==> config.mk <==
export PLATFORM = sky130hd
export DESIGN_NAME = parallel_port_handshake_engine
export DESIGN_NICKNAME = d
export VERILOG_FILES = /design/src/hw/rtl/pphe_pkg.sv /design/src/hw/rtl/pphe_front.sv /design/src/hw/rtl/pphe_queue.sv /design/src/hw/rtl/pphe_back.sv /design/src/hw/rtl/parallel_port_handshake_engine.sv
export SDC_FILE = /design/constraint.sdc
export NUM_CORES = 1
export LEC_CHECK = 0
export BUFFER_PORTS_ARGS = -buffer_cell sky130_fd_sc_hd__buf_2
export CORE_ASPECT_RATIO = 1.4
export CORE_UTILIZATION = 46
export DETAILED_ROUTE_END_ITERATION = 7
export GPL_ROUTABILITY_DRIVEN = 1
export HOLD_SLACK_MARGIN = 0.12
export PLACE_DENSITY = 0.73
export SLEW_MARGIN = 25
export SYNTH_ARGS = -nofsm -noshare
export SYNTH_HDL_FRONTEND = slang
export SYNTH_SLANG_ARGS = --single-unit
==> constraint.sdc <==
create_clock -name i_clk -period 3.35 [get_ports i_clk]
set_input_delay 0.335 -clock i_clk [delete_from_list [all_inputs] [get_ports i_clk]]
set_output_delay 0.335 -clock i_clk [all_outputs]
set_load 0.1 [all_outputs]
==> src/hw/rtl/pphe_pkg.sv <==
// Shared types and constants for the parallel port handshake engine.
// No dependencies; imported by every module of the engine.
`timescale 1ns / 1ps
`default_nettype none

package pphe_pkg;

    // Configuration register width and indexes
    localparam int CFG_W       = 24;
    localparam int CFG_ADDR_W  = 2;
    localparam logic [CFG_ADDR_W-1:0] CFG_WRITE_TIMEOUT = 2'd0;
    localparam logic [CFG_ADDR_W-1:0] CFG_READ_TIMEOUT  = 2'd1;
    localparam logic [CFG_ADDR_W-1:0] CFG_INIT_PULSE    = 2'd2;
    localparam logic [CFG_ADDR_W-1:0] CFG_INIT_RECOVER  = 2'd3;
    localparam logic [CFG_W-1:0] CFG_INIT_PULSE_RST   = 24'd100;
    localparam logic [CFG_W-1:0] CFG_INIT_RECOVER_RST = 24'd100;

    // Stream widths
    localparam int IN_DATA_W  = 24;
    localparam int IN_USER_W  = 2;
    localparam int OUT_DATA_W = 24;

    // Command queue between front and back
    localparam int QDEPTH   = 4;
    localparam int QPTR_W   = 2;
    localparam int QCOUNT_W = 3;

    typedef enum logic [1:0] {
        OP_TICK  = 2'd0,
        OP_WRITE = 2'd1,
        OP_READ  = 2'd2,
        OP_RESET = 2'd3
    } t_op;

    typedef enum logic [1:0] {
        ERR_OK         = 2'd0,
        ERR_WRITE_TIME = 2'd1,
        ERR_READ_TIME  = 2'd2
    } t_err;

    typedef enum logic [3:0] {
        PH_IDLE      = 4'd0,
        PH_W_NOTBUSY = 4'd1,
        PH_W_BUSY    = 4'd2,
        PH_W_CLEAR   = 4'd3,
        PH_R_NOTBUSY = 4'd4,
        PH_R_ACK     = 4'd5,
        PH_R_ACKOFF  = 4'd6,
        PH_I_PULSE   = 4'd7,
        PH_I_RECOVER = 4'd8
    } t_phase;

    // One decoded tick as it travels through the queue
    typedef struct packed {
        t_op        op;
        logic [7:0] byte_to_send;
        logic       first_of_buffer;
        logic       busy_off;
        logic       ack_off;
        logic [7:0] data_lines_in;
    } t_cmd;

    // Result beat, packed so that strobe_on lands in bit 0
    typedef struct packed {
        logic [7:0] received_byte;
        t_err       error_code;
        logic       done_res;
        logic       engine_busy;
        logic       lines_are_input;
        logic [7:0] data_lines_out;
        logic       init_on;
        logic       autofd_on;
        logic       strobe_on;
    } t_result;

    // Configuration write strobe group
    typedef struct packed {
        logic                  we;
        logic [CFG_ADDR_W-1:0] addr;
        logic [CFG_W-1:0]      data;
    } t_cfg_wr;

endpackage

`default_nettype wire

==> src/hw/rtl/pphe_front.sv <==
// Front stage: takes input beats, unpacks and classifies them into commands.
// Depends on pphe_pkg.
`timescale 1ns / 1ps
`default_nettype none

module pphe_front
    import pphe_pkg::*;
(
    input  wire logic                 i_clk,
    input  wire logic                 i_rst_n,
    input  wire logic                 i_valid,
    output logic                      o_ready,
    input  wire logic [IN_DATA_W-1:0] i_data,
    input  wire logic [IN_USER_W-1:0] i_user,
    output logic                      o_valid,
    input  wire logic                 i_ready,
    output t_cmd                      o_cmd
);

    logic r_valid;
    t_cmd r_cmd;
    t_cmd n_cmd;

    // Unpack the fields of the input beat; the status bits are copied as they are
    always_comb begin
        n_cmd.op              = t_op'(i_user);
        n_cmd.byte_to_send    = i_data[7:0];
        n_cmd.first_of_buffer = i_data[8];
        n_cmd.busy_off        = i_data[9];
        n_cmd.ack_off         = i_data[10];
        n_cmd.data_lines_in   = i_data[18:11];
    end

    // Take a new beat whenever the stage is empty or drains this cycle
    assign o_ready = !r_valid || i_ready;

    always_ff @(posedge i_clk) begin
        if (!i_rst_n) begin
            r_valid <= 1'b0;
        end else if (o_ready) begin
            r_valid <= i_valid;
        end
    end

    // Hold the command register while stalled
    always_ff @(posedge i_clk) begin
        if (o_ready && i_valid) begin
            r_cmd <= n_cmd;
        end
    end

    assign o_valid = r_valid;
    assign o_cmd   = r_cmd;

endmodule

`default_nettype wire

==> src/hw/rtl/pphe_queue.sv <==
// Short command queue that decouples the front stage from the handshake engine.
// Depends on pphe_pkg.
`timescale 1ns / 1ps
`default_nettype none

module pphe_queue
    import pphe_pkg::*;
(
    input  wire logic i_clk,
    input  wire logic i_rst_n,
    input  wire logic i_push_valid,
    output logic      o_push_ready,
    input  t_cmd      i_push_cmd,
    output logic      o_pop_valid,
    input  wire logic i_pop_ready,
    output t_cmd      o_pop_cmd
);

    t_cmd                r_slot [QDEPTH];
    logic [QPTR_W-1:0]   r_wr_ptr;
    logic [QPTR_W-1:0]   r_rd_ptr;
    logic [QCOUNT_W-1:0] r_count;
    logic                push;
    logic                pop;

    assign o_push_ready = (r_count != QCOUNT_W'(QDEPTH));
    assign o_pop_valid  = (r_count != '0);
    assign push         = i_push_valid && o_push_ready;
    assign pop          = i_pop_ready && o_pop_valid;
    assign o_pop_cmd    = r_slot[r_rd_ptr];

    // Advance pointers and occupancy
    always_ff @(posedge i_clk) begin
        if (!i_rst_n) begin
            r_wr_ptr <= '0;
            r_rd_ptr <= '0;
            r_count  <= '0;
        end else begin
            if (push) begin
                r_wr_ptr <= r_wr_ptr + QPTR_W'(1);
            end
            if (pop) begin
                r_rd_ptr <= r_rd_ptr + QPTR_W'(1);
            end
            if (push && !pop) begin
                r_count <= r_count + QCOUNT_W'(1);
            end else if (pop && !push) begin
                r_count <= r_count - QCOUNT_W'(1);
            end
        end
    end

    // Store the pushed command
    always_ff @(posedge i_clk) begin
        if (push) begin
            r_slot[r_wr_ptr] <= i_push_cmd;
        end
    end

endmodule

`default_nettype wire

==> src/hw/rtl/pphe_back.sv <==
// Back end: handshake state machine, buffer timer, config registers, result register.
// Depends on pphe_pkg.
`timescale 1ns / 1ps
`default_nettype none

module pphe_back
    import pphe_pkg::*;
#(
    parameter int TIMER_WIDTH = 24
) (
    input  wire logic i_clk,
    input  wire logic i_rst_n,
    input  t_cfg_wr   i_cfg,
    input  wire logic i_cmd_valid,
    output logic      o_cmd_ready,
    input  t_cmd      i_cmd,
    output logic      o_out_valid,
    input  wire logic i_out_ready,
    output t_result   o_out
);

    logic [CFG_W-1:0]       r_write_timeout;
    logic [CFG_W-1:0]       r_read_timeout;
    logic [CFG_W-1:0]       r_init_pulse;
    logic [CFG_W-1:0]       r_init_recover;

    t_phase                 r_phase;
    t_phase                 n_phase;
    logic [TIMER_WIDTH-1:0] r_ticks;
    logic [TIMER_WIDTH-1:0] n_ticks;
    logic                   r_expired;
    logic                   n_expired;
    logic [7:0]             r_held_byte;
    logic [7:0]             n_held_byte;
    logic [7:0]             r_latched_byte;
    logic [7:0]             n_latched_byte;
    logic                   done;
    t_err                   err;
    logic                   in_reset;
    logic                   step;
    logic                   r_out_valid;
    t_result                r_out;
    t_result                n_out;

    // Mask a register value to the timer width
    function automatic logic [TIMER_WIDTH-1:0] tmask(input logic [CFG_W-1:0] v);
        logic [31:0] ext;
        ext = 32'(v);
        return ext[TIMER_WIDTH-1:0];
    endfunction

    // Counter load for a duration: zero and one both give a single tick
    function automatic logic [TIMER_WIDTH-1:0] count_load(input logic [CFG_W-1:0] v);
        logic [TIMER_WIDTH-1:0] m;
        m = tmask(v);
        return (m == '0) ? '0 : m - TIMER_WIDTH'(1);
    endfunction

    // Configuration registers
    always_ff @(posedge i_clk) begin
        if (!i_rst_n) begin
            r_write_timeout <= '0;
            r_read_timeout  <= '0;
            r_init_pulse    <= CFG_INIT_PULSE_RST;
            r_init_recover  <= CFG_INIT_RECOVER_RST;
        end else if (i_cfg.we) begin
            unique case (i_cfg.addr)
                CFG_WRITE_TIMEOUT: r_write_timeout <= i_cfg.data;
                CFG_READ_TIMEOUT:  r_read_timeout  <= i_cfg.data;
                CFG_INIT_PULSE:    r_init_pulse    <= i_cfg.data;
                CFG_INIT_RECOVER:  r_init_recover  <= i_cfg.data;
                default: ;
            endcase
        end
    end

    // Run one tick whenever a command waits and the result slot frees up
    assign step        = i_cmd_valid && (!r_out_valid || i_out_ready);
    assign o_cmd_ready = step;
    assign in_reset    = (r_phase == PH_I_PULSE) || (r_phase == PH_I_RECOVER);

    // Next state: timer, command start, reset sequencing, then one wait step
    always_comb begin
        n_phase        = r_phase;
        n_ticks        = r_ticks;
        n_expired      = r_expired;
        n_held_byte    = r_held_byte;
        n_latched_byte = r_latched_byte;
        done           = 1'b0;
        err            = ERR_OK;

        // Count the buffer timer down outside a printer reset
        if (!in_reset && r_ticks != '0) begin
            n_ticks = r_ticks - TIMER_WIDTH'(1);
            if (n_ticks == '0) begin
                n_expired = 1'b1;
            end
        end

        if (r_phase == PH_IDLE && i_cmd.op != OP_TICK) begin
            if (i_cmd.op == OP_RESET) begin
                n_phase   = PH_I_PULSE;
                n_expired = 1'b0;
                n_ticks   = count_load(r_init_pulse);
            end else begin
                if (i_cmd.first_of_buffer) begin
                    n_ticks   = tmask((i_cmd.op == OP_WRITE) ? r_write_timeout
                                                              : r_read_timeout);
                    n_expired = 1'b0;
                end
                if (i_cmd.op == OP_WRITE) begin
                    n_held_byte = i_cmd.byte_to_send;
                    n_phase     = PH_W_NOTBUSY;
                end else begin
                    n_phase = PH_R_NOTBUSY;
                end
            end
        end else begin
            case (r_phase)
                PH_I_PULSE: begin
                    if (r_ticks == '0) begin
                        n_phase = PH_I_RECOVER;
                        n_ticks = count_load(r_init_recover);
                    end else begin
                        n_ticks = r_ticks - TIMER_WIDTH'(1);
                    end
                end
                PH_I_RECOVER: begin
                    if (r_ticks == '0) begin
                        n_phase = PH_IDLE;
                        done    = 1'b1;
                    end else begin
                        n_ticks = r_ticks - TIMER_WIDTH'(1);
                    end
                end
                default: ;
            endcase
        end

        // One handshake wait, evaluated on the updated phase
        unique case (n_phase)
            PH_W_NOTBUSY: begin
                if (i_cmd.busy_off) begin
                    n_phase = PH_W_BUSY;
                end else if (n_expired) begin
                    n_phase = PH_IDLE; done = 1'b1; err = ERR_WRITE_TIME;
                end
            end
            PH_W_BUSY: begin
                if (!i_cmd.busy_off) begin
                    n_phase = PH_W_CLEAR;
                end else if (n_expired) begin
                    n_phase = PH_IDLE; done = 1'b1; err = ERR_WRITE_TIME;
                end
            end
            PH_W_CLEAR: begin
                if (i_cmd.busy_off && i_cmd.ack_off) begin
                    n_phase = PH_IDLE; done = 1'b1;
                end else if (n_expired) begin
                    n_phase = PH_IDLE; done = 1'b1; err = ERR_WRITE_TIME;
                end
            end
            PH_R_NOTBUSY: begin
                if (i_cmd.busy_off) begin
                    n_phase = PH_R_ACK;
                end else if (n_expired) begin
                    n_phase = PH_IDLE; done = 1'b1; err = ERR_READ_TIME;
                end
            end
            PH_R_ACK: begin
                if (!i_cmd.ack_off) begin
                    n_latched_byte = i_cmd.data_lines_in;
                    n_phase        = PH_R_ACKOFF;
                end else if (n_expired) begin
                    n_phase = PH_IDLE; done = 1'b1; err = ERR_READ_TIME;
                end
            end
            PH_R_ACKOFF: begin
                if (i_cmd.ack_off) begin
                    n_phase = PH_IDLE; done = 1'b1;
                end else if (n_expired) begin
                    n_phase = PH_IDLE; done = 1'b1; err = ERR_READ_TIME;
                end
            end
            PH_I_PULSE, PH_I_RECOVER, PH_IDLE: ;
            default: n_phase = PH_IDLE;
        endcase
    end

    // Result beat from the state after the tick
    always_comb begin
        n_out.strobe_on       = (n_phase == PH_W_BUSY) || (n_phase == PH_R_ACKOFF);
        n_out.autofd_on       = (n_phase == PH_R_ACK);
        n_out.init_on         = (n_phase == PH_I_PULSE);
        n_out.data_lines_out  = n_held_byte;
        n_out.lines_are_input = (n_phase == PH_R_NOTBUSY) || (n_phase == PH_R_ACK)
                                || (n_phase == PH_R_ACKOFF);
        n_out.engine_busy     = (n_phase != PH_IDLE);
        n_out.done_res        = done;
        n_out.error_code      = err;
        n_out.received_byte   = n_latched_byte;
    end

    // Engine state advances one step per consumed command
    always_ff @(posedge i_clk) begin
        if (!i_rst_n) begin
            r_phase        <= PH_IDLE;
            r_ticks        <= '0;
            r_expired      <= 1'b0;
            r_held_byte    <= '0;
            r_latched_byte <= '0;
        end else if (step) begin
            r_phase        <= n_phase;
            r_ticks        <= n_ticks;
            r_expired      <= n_expired;
            r_held_byte    <= n_held_byte;
            r_latched_byte <= n_latched_byte;
        end
    end

    // Result register: load on a step, drop once taken
    always_ff @(posedge i_clk) begin
        if (!i_rst_n) begin
            r_out_valid <= 1'b0;
        end else if (step) begin
            r_out_valid <= 1'b1;
        end else if (i_out_ready) begin
            r_out_valid <= 1'b0;
        end
    end

    always_ff @(posedge i_clk) begin
        if (step) begin
            r_out <= n_out;
        end
    end

    assign o_out_valid = r_out_valid;
    assign o_out       = r_out;

    // An error code only ever rides on a done beat
    a_err_needs_done: assert property (@(posedge i_clk) disable iff (!i_rst_n)
        r_out_valid |-> (r_out.error_code == ERR_OK || r_out.done_res))
        else $error("error code without done");

    // A printer reset always runs with the timer expiry flag cleared
    a_reset_no_expiry: assert property (@(posedge i_clk) disable iff (!i_rst_n)
        (r_phase == PH_I_PULSE || r_phase == PH_I_RECOVER) |-> !r_expired)
        else $error("timer expired during printer reset");

    // The handshake phase moves only on a consumed command
    a_phase_holds: assert property (@(posedge i_clk) disable iff (!i_rst_n)
        !step |=> $stable(r_phase))
        else $error("phase changed without a step");

    // The busy flag of a fresh result matches the engine phase
    a_busy_matches: assert property (@(posedge i_clk) disable iff (!i_rst_n)
        step |=> (r_out.engine_busy == (r_phase != PH_IDLE)))
        else $error("engine_busy out of step with phase");

endmodule

`default_nettype wire

==> src/hw/rtl/parallel_port_handshake_engine.sv <==
// Top level of the parallel port handshake engine: front stage, command queue, back end.
// Depends on pphe_pkg, pphe_front, pphe_queue and pphe_back.
//
//   channel   direction  width  contents (lowest bit first)
//   s_axis    in         24+2   tdata: byte_to_send, first_of_buffer, busy_bit, ack_bit,
//                               data_lines_in; tuser: op
//   m_axis    out        24     tdata: strobe_on, autofd_on, init_on, data_lines_out,
//                               lines_are_input, engine_busy, done_res, error_code,
//                               received_byte
//   cfg       in         2+24   write enable, register index, write data
//
// One input beat per cycle is sustained while the output is not stalled; each beat gives
// exactly one result beat. Each beat passes the front register, the queue slot, and the
// engine step into the result register. The four-entry queue absorbs output stalls.
// Reset (i_rst_n low, synchronous) returns the engine to idle with the timer cleared.
`timescale 1ns / 1ps
`default_nettype none

module parallel_port_handshake_engine
    import pphe_pkg::*;
#(
    parameter int TIMER_WIDTH = 24
) (
    input  wire logic                  i_clk,
    input  wire logic                  i_rst_n,
    input  wire logic                  s_axis_tvalid,
    output logic                       s_axis_tready,
    // byte_to_send[7:0], first_of_buffer[8], busy_bit[9], ack_bit[10],
    // data_lines_in[18:11], zero pad[23:19]
    input  wire logic [IN_DATA_W-1:0]  s_axis_tdata,
    // op[1:0]
    input  wire logic [IN_USER_W-1:0]  s_axis_tuser,
    output logic                       m_axis_tvalid,
    input  wire logic                  m_axis_tready,
    // strobe_on[0], autofd_on[1], init_on[2], data_lines_out[10:3],
    // lines_are_input[11], engine_busy[12], done_res[13], error_code[15:14],
    // received_byte[23:16]
    output logic [OUT_DATA_W-1:0]      m_axis_tdata,
    input  wire logic                  i_cfg_we,
    input  wire logic [CFG_ADDR_W-1:0] i_cfg_addr,
    input  wire logic [CFG_W-1:0]      i_cfg_wdata
);

    logic    front_valid;
    logic    front_ready;
    t_cmd    front_cmd;
    logic    queue_valid;
    logic    queue_ready;
    t_cmd    queue_cmd;
    t_cfg_wr cfg_wr;
    t_result result;

    // Bundle the configuration write
    assign cfg_wr.we   = i_cfg_we;
    assign cfg_wr.addr = i_cfg_addr;
    assign cfg_wr.data = i_cfg_wdata;

    pphe_front u_front (
        .i_clk   (i_clk),
        .i_rst_n (i_rst_n),
        .i_valid (s_axis_tvalid),
        .o_ready (s_axis_tready),
        .i_data  (s_axis_tdata),
        .i_user  (s_axis_tuser),
        .o_valid (front_valid),
        .i_ready (front_ready),
        .o_cmd   (front_cmd)
    );

    pphe_queue u_queue (
        .i_clk        (i_clk),
        .i_rst_n      (i_rst_n),
        .i_push_valid (front_valid),
        .o_push_ready (front_ready),
        .i_push_cmd   (front_cmd),
        .o_pop_valid  (queue_valid),
        .i_pop_ready  (queue_ready),
        .o_pop_cmd    (queue_cmd)
    );

    pphe_back #(
        .TIMER_WIDTH (TIMER_WIDTH)
    ) u_back (
        .i_clk       (i_clk),
        .i_rst_n     (i_rst_n),
        .i_cfg       (cfg_wr),
        .i_cmd_valid (queue_valid),
        .o_cmd_ready (queue_ready),
        .i_cmd       (queue_cmd),
        .o_out_valid (m_axis_tvalid),
        .i_out_ready (m_axis_tready),
        .o_out       (result)
    );

    assign m_axis_tdata = result;

endmodule

`default_nettype wire
# --- After elaboration in Yosys (flattened, before gate mapping) ---
# Memory sizes are Yosys's and may differ from the RTL's. A register that Yosys moved wholly into a read port is not among the register bits.
# Index checks and enable logic that the tools add are counted.
classes:
  eq_ne: 21
  n_reduce_logical: 39
  muxes: 61
  add_sub_neg: 7
ops:
  columns: ["op", "n"]
  rows:
  - ["24-bit two-way mux", 9]
  - ["24-bit zero test", 4]
  - ["24-bit by 1-bit subtractor with 24-bit output (second input constant)", 3]
  - ["24-bit case mux with 2 select lines", 1]
  - ["4-bit two-way mux", 11]
  - ["8-bit two-way mux", 5]
  - ["4-bit by 3-bit == test with 1-bit output (second input constant)", 9]
  - ["4-bit case mux with 7 select lines", 1]
  - ["24-bit nonzero test", 1]
  - ["1-bit two-way mux", 21]
  - ["2-bit two-way mux", 7]
  - ["4-bit by 2-bit == test with 1-bit output (second input constant)", 3]
  - ["2-bit case mux with 6 select lines", 1]
  - ["1-bit logical AND", 9]
  - ["3-bit two-way mux", 3]
  - ["4-bit == test (second input constant)", 2]
  - ["4-bit zero test", 2]
  - ["4-bit case mux with 2 select lines", 1]
  - ["2-bit AND reduction", 4]
  - ["2-bit == test (second input constant)", 3]
  - ["1-bit logical OR", 6]
  - ["2-bit nonzero test", 3]
  - ["1-bit zero test", 5]
  - ["1-bit case mux with 5 select lines", 1]
  - ["other kinds (11)", 13]
word_totals:
  elab_cells: 158
  out_inout_bits: 26
  n_memories: 1
  in_bits: 57
  regBits: 195
  ram_bits: 84
mem_list:
  columns: ["memory", "words", "width", "read_ports", "rd_clocked_by_memory_dff", "wr", "line_no", "text"]
  rows:
  - ["u_queue.r_slot", 4, 21, 1, 1, 1, "pphe_queue.sv:19", "t_cmd r_slot [QDEPTH];"]

# --- Longest topological paths before layout ---
logic_depth:
  word_depth: 14
  depth_mapped: 12
  mapped_depth_nobuf: 10

# --- Cells and area by module ---
# From an unflattened synthesis, not the netlist that was laid out.
unflattened:
  cells_unflattened: 1404
  hier_area_um2: 13770.7
by_module_without_submodules:
  columns: ["mod", "area_per_inst_um2", "instances", "seq_area_each_um2", "cells_each"]
  rows:
  - ["pphe_back", 9547.9, 1, 3563.4, 1221]
  - ["pphe_queue", 3534.6, 1, 2702.6, 157]
  - ["pphe_front", 688.2, 1, 650.6, 26]

# --- Worst setup path after synthesis ---
# Ideal clock, no wire load.
synth_timing:
  kind: "reg-to-reg"
  start: "register u_back.r_out_valid, in the netlist u_back.o_out_valid"
  end: "register u_queue.r_count[2]"
  setup_time_ns: 0.070
  path_buffers: 3
  period_less_slack_ns: 3.294
  path_stages_with_launch: 11
  arrival_time_ns: 3.223
  required_ns: 3.280
  setup_slack_ns: 0.056
  cell_sequence: "dfxtp_1 a21o_1 clkbuf_1 clkbuf_1 clkbuf_1 ha_1 inv_1 fa_1 xor2_1 or3_1 a21oi_1"
synth_between:
  elab_chain_len: 7
  word_cells_on_any_way: 9
  cone_classes: "1 x mux; 8 x reduce/logical"
synth_rtl:
  columns: ["item", "line_no", "text"]
  rows:
  - ["start: declaration", "pphe_back.sv:41", "logic r_out_valid;"]
  - ["start signal: assignment", "pphe_back.sv:224", "r_out_valid <= 1'b0;"]
  - ["start signal: assignment", "pphe_back.sv:226", "r_out_valid <= 1'b1;"]
  - ["start signal: assignment", "pphe_back.sv:228", "r_out_valid <= 1'b0;"]
  - ["1-bit zero test (*)", "pphe_back.sv:78", "assign step = i_cmd_valid && (!r_out_valid || i_out_ready);"]
  - ["1-bit logical OR (*)", "pphe_back.sv:78", null]
  - ["1-bit logical AND (*)", "pphe_back.sv:78", null]
  - ["1-bit logical AND (*)", "pphe_queue.sv:29", "assign pop = i_pop_ready && o_pop_valid;"]
  - ["1-bit zero test", "pphe_queue.sv:45", "if (push && !pop) begin"]
  - ["1-bit logical AND", "pphe_queue.sv:45", null]
  - ["3-bit two-way mux or 2-bit nonzero test (tied branches)", null, null]
  - ["end signal: assignment", "pphe_queue.sv:46", "r_count <= r_count + QCOUNT_W'(1);"]
  - ["end signal: assignment", "pphe_queue.sv:48", "r_count <= r_count - QCOUNT_W'(1);"]
  - ["end: declaration", "pphe_queue.sv:22", "logic [QCOUNT_W-1:0] r_count;"]
# Mark *: on every way between the ends. The rest lies on a longest branch, timed or not.
# A chain may end at the register's enable or synchronous reset.

==> key figures <==
Timing
  – Fin crit share: 92.8%
  – Min cycle time layout: 3.11 ns
  – Max Clock Skew: 0.0180 ns
  – Hold Slack: 0.213 ns
  – Pins over their slew limit: 0
  – Max-slew headroom: 33.5%
  – Final setup violation count: 0
  – Fin. Hold Viols: 0
  – Setup Total Neg Slack: 0 ns
  – RSZ-0062 raised after global routing: no
  – Slew at the pin closest to its max-slew limit: 0.994 ns
  – Peak Freq: 322 MHz

Pwr
  – VDD IR max: 0.752 mV
  – Internal: 0.00835 W
  – LEAKAGE: 5.90 nW
  – Net Sw Frac: 44.4%
  – Reg power frac: 29.7%
  – Clock power share: 20.1%
  – Power Density: 923 nW/um^2
  – Net switching power: 0.00666 W
  – Pwr Total: 0.0150 W
  – Comb pwr share: 50.2%

Floorplan
  – Die W: 148 microns
  – DIE HEIGHT: 207 microns
  – Floorplan row count: 74
  – IO Count: 83
  – Core Footprint: 29400 sq um
  – Initial core utilization: 46.9%
  – Die area: 30700 sq um

Clock tree
  – Clock buffer count from CTS: 27
  – CTS Sinks: 281
  – Root Buffer: clkbuf_16
  – Post-CTS setup buffer count: 0
  – Skew-Pair Late Insertion Delay: 0.55 ns
  – Reg clk slew, reported paths: 0.07 ns
  – Clk buf depth: 3
  – H-Tree Depth: 1
  – CTS tree: built

Placed design
  – Port Buf Inserts: 77
  – Post-Place Cells: 1872
  – Gp weighted congestion: 0.984
  – Hpwl dp: 27200 microns

GRT
  – Congestion Overflow GR: 0
  – Largest net degree at the start of global routing: 116
  – GR Util All Layers: 26.4%
  – Initial antenna violation count: 0
  – First-pass GRT wire length: 62500 microns
  – Vias in the first global route: 11.7k

Setup path
  – Crit. End Element: flip-flop
  – Worst path cell trace: nor4_4 > nand4_1 > or4_1 > a221o_1 > nor4b_4 > buf_4 > o21ai_1 > a22oi_2 > nand4_1
  – Worst Setup Start Kind: flip-flop
  – Buf/Inv on CP: 1
  – CP max stage cell: or4_1
  – Most used cell, CP: nand4_1
  – Cell family with most CP delay: simple AND/OR/NAND/NOR gates
  – Critical path arrival: 3.40 ns
  – Worst reg2reg startpoint: u_back.r_ticks[7]
  – Crit Path Category: flip-flop to flip-flop
  – CP max FO: 6
  – Setup slack, reg-to-reg: 0.24 ns
  – Worst stage delay on the critical path: 0.49 ns
  – Worst r2r path cells: 9
  – Required time of the critical path: 3.64 ns
  – R2R Path End: u_back.o_out[12]

Detailed routing
  – WL per Instance: 20.2 microns
  – Met3 WL: 2320 microns
  – 1st-pass router iterations: 6
  – # DRC: 0
  – Final ANT Viol Nets: 0
  – Starting DRC count in detailed routing: 958
  – Routed vias/inst: 5.96
  – Top layer in use: met4
  – Detailed-route via count: 11.7k
  – Met1 wire length: 14300 microns
  – WL final: 39800 microns
  – Routed length on met2: 20600 microns

Worst hold path
  – Cell count of the worst hold path: 3
  – Hold Path Origin: i_rst_n
  – HP Class: input port to flip-flop
  – Hold worst-path end: u_back.r_ticks[4]

Synth
  – Synthesized instance count: 1434
  – Post-synth cell types: 84
  – Synth Warn #: 0
  – Seq/Total Area, Yosys: 50.2%
  – Main area contributors after synthesis: edfxtp_1 (28%), dfxtp_1 (22%), nand2_1 (7.8%)
  – Top FF cell, synth: dfxtp_1
  – Count leader, synth: nand2_1
  – Leading area contributor after synthesis: edfxtp_1
  – Post-synth top cells: nand2_1 (285), a21oi_1 (166), dfxtp_1 (152), edfxtp_1 (129), clkbuf_1 (86)
  – Syn_nets: 1503
  – Number of synthesized flops with an enable pin: 129
  – Synth top area share: 28.1%
  – Mapped cell area: 13800 sq um
  – Mean Syn Cell Area: 9.61 sq um
  – Async SR Flop Fraction: 0%
  – FF+latch count, synth: 281

Flow run
  – Max Cap Viol: 0

Cells and area
  – Area of the multi-input gates: 6390 sq um
  – Synth-to-Final Area Change: 18.1%
  – Final Core Density: 55.5%
  – Non-Filler Instances: 1969
  – Layout cells sized above 1: 17.4%
  – Antenna cells: 0
  – Final layout net count: 1637
  – Register area: 6920 sq um
  – Filler cells: 2507

Outcome
  – Status: finished clean
[sequential cells by signal, indices dropped and copies added, names as in the netlist, named ones only]
register and count:
u_back.r_init_recover 24, u_back.r_write_timeout 24, u_front.o_valid 1, u_back.r_expired 1, u_back.r_read_timeout 24, u_front.o_cmd 21, u_queue.r_rd_ptr 2, u_back.r_latched_byte 8
u_back.r_ticks 24, u_back.r_phase 4, u_queue.r_count 3, u_queue.r_wr_ptr 2, u_back.o_out_valid 1, u_back.r_held_byte 8, u_back.r_init_pulse 24, u_back.o_out 24
u_queue.r_slot 84
[cells by family (layout without fill, tap and decap cells)]
kind of cell,Yosys count,count (layout),synth area share [%]
compound gates,347,347,16.0
simple gates,547,547,18.8
mux,44,44,5.35
xor+xnor,76,76,4.83
flops,281,281,50.2
buf+inv,127,282,3.67
fa+ha+maj,12,12,1.14
[worst max-delay path by stage]
stage,from,end,slack [ns],cells after the start
floorplan,u_back.o_out_valid,u_queue.r_count[2],0.06,10
global placement,flip-flop,u_back.r_ticks[8],0.14,8
detailed placement,u_back.r_ticks[1],u_back.o_out[12],0.18,11
CTS,u_back.r_ticks[1],u_back.o_out[12],0.16,11
global route,u_back.r_ticks[0],u_back.o_out[12],0.04,12
finish,u_back.r_ticks[7],u_back.o_out[12],0.24,9
[per-stage QoR]
| step | setup slack [ns] | instance area [sq um] |
|---|---|---|
| finish | 0.243 | 16300 |
| global route | 0.0398 | 16300 |
| CTS | 0.163 | 16300 |
| detailed placement | 0.176 | 14900 |
| global placement | 0.142 | 14900 |
| floorplan | 0.0561 | 13800 |
[cells in the final DEF (no fill, tap or decap), drive strengths merged, types with 5 or more instances in the layout]
cell	Yosys	routed
nand3	34	34
buf	19	163
or3	9	9
dfxtp	152	152
nand4	5	5
o21ai	49	49
edfxtp	129	129
mux2i	5	5
a31oi	5	5
clkinv	1	7
o211a	9	9
nand3b	7	7
a211oi	14	14
xnor2	46	46
nor2b	8	8
or4	14	14
o31ai	7	7
dlygate4sd3	0	47
mux4	22	22
clkbuf	86	39
nor4	19	19
inv	21	23
o211ai	10	10
ha	11	11
or2	6	6
nand2	285	285
o22ai	5	5
nor3	30	30
o221ai	25	25
a2111oi	6	6
a32o	5	5
and2	13	13
a21o	5	5
nor2	80	80
mux2	17	17
xor2	30	30
a21oi	167	167
nand2b	13	13
[worst register-to-register path: cells and delay by family, from the launching register on]
| kind | cells | cell delay [ns] |
|---|---|---|
| AOI/OAI and AO/OA | 3 | 0.65 |
| buffers and inverters | 1 | 0.18 |
| DFF | 1 | 0.40 |
| and+or+nand+nor | 5 | 1.61 |
[power groups by stage]
stage	registers (W)	clock network [W]	logic [W]
after floorplan	0.00550	0	0.00406
after CTS	0.00446	0.00307	0.00741
final	0.00446	0.00302	0.00754
after global routing	0.00451	0.00319	0.00801
after global placement	0.00450	0	0.00727
after detailed placement	0.00452	0	0.00732
[metal layers]
layer  GRT usage (%)  vias up
met1            28.5     5625
met5               0        -
li1                -     5458
met3            3.43      160
met2            48.4      498
met4            17.3        0
[repair_timing]
item,4_1_cts,5_1_grt
hold endpoints to repair,119,0
hold buffers,47,0
endpoints found under the setup margin,0,3
resized for setup,0,2
[cell type report]
type                            count  share of cell area, %
Clock buffer                       39                   4.76
Clock inverter                     11                  0.676
Inverter                           22                  0.515
Multi-Input combinational cell   1026                   39.3
Sequential cell                   281                   42.5
Tap cell                          380                   2.92
Timing Repair Buffer              210                   9.38
Note: power is estimated with default switching activity, not from simulation.
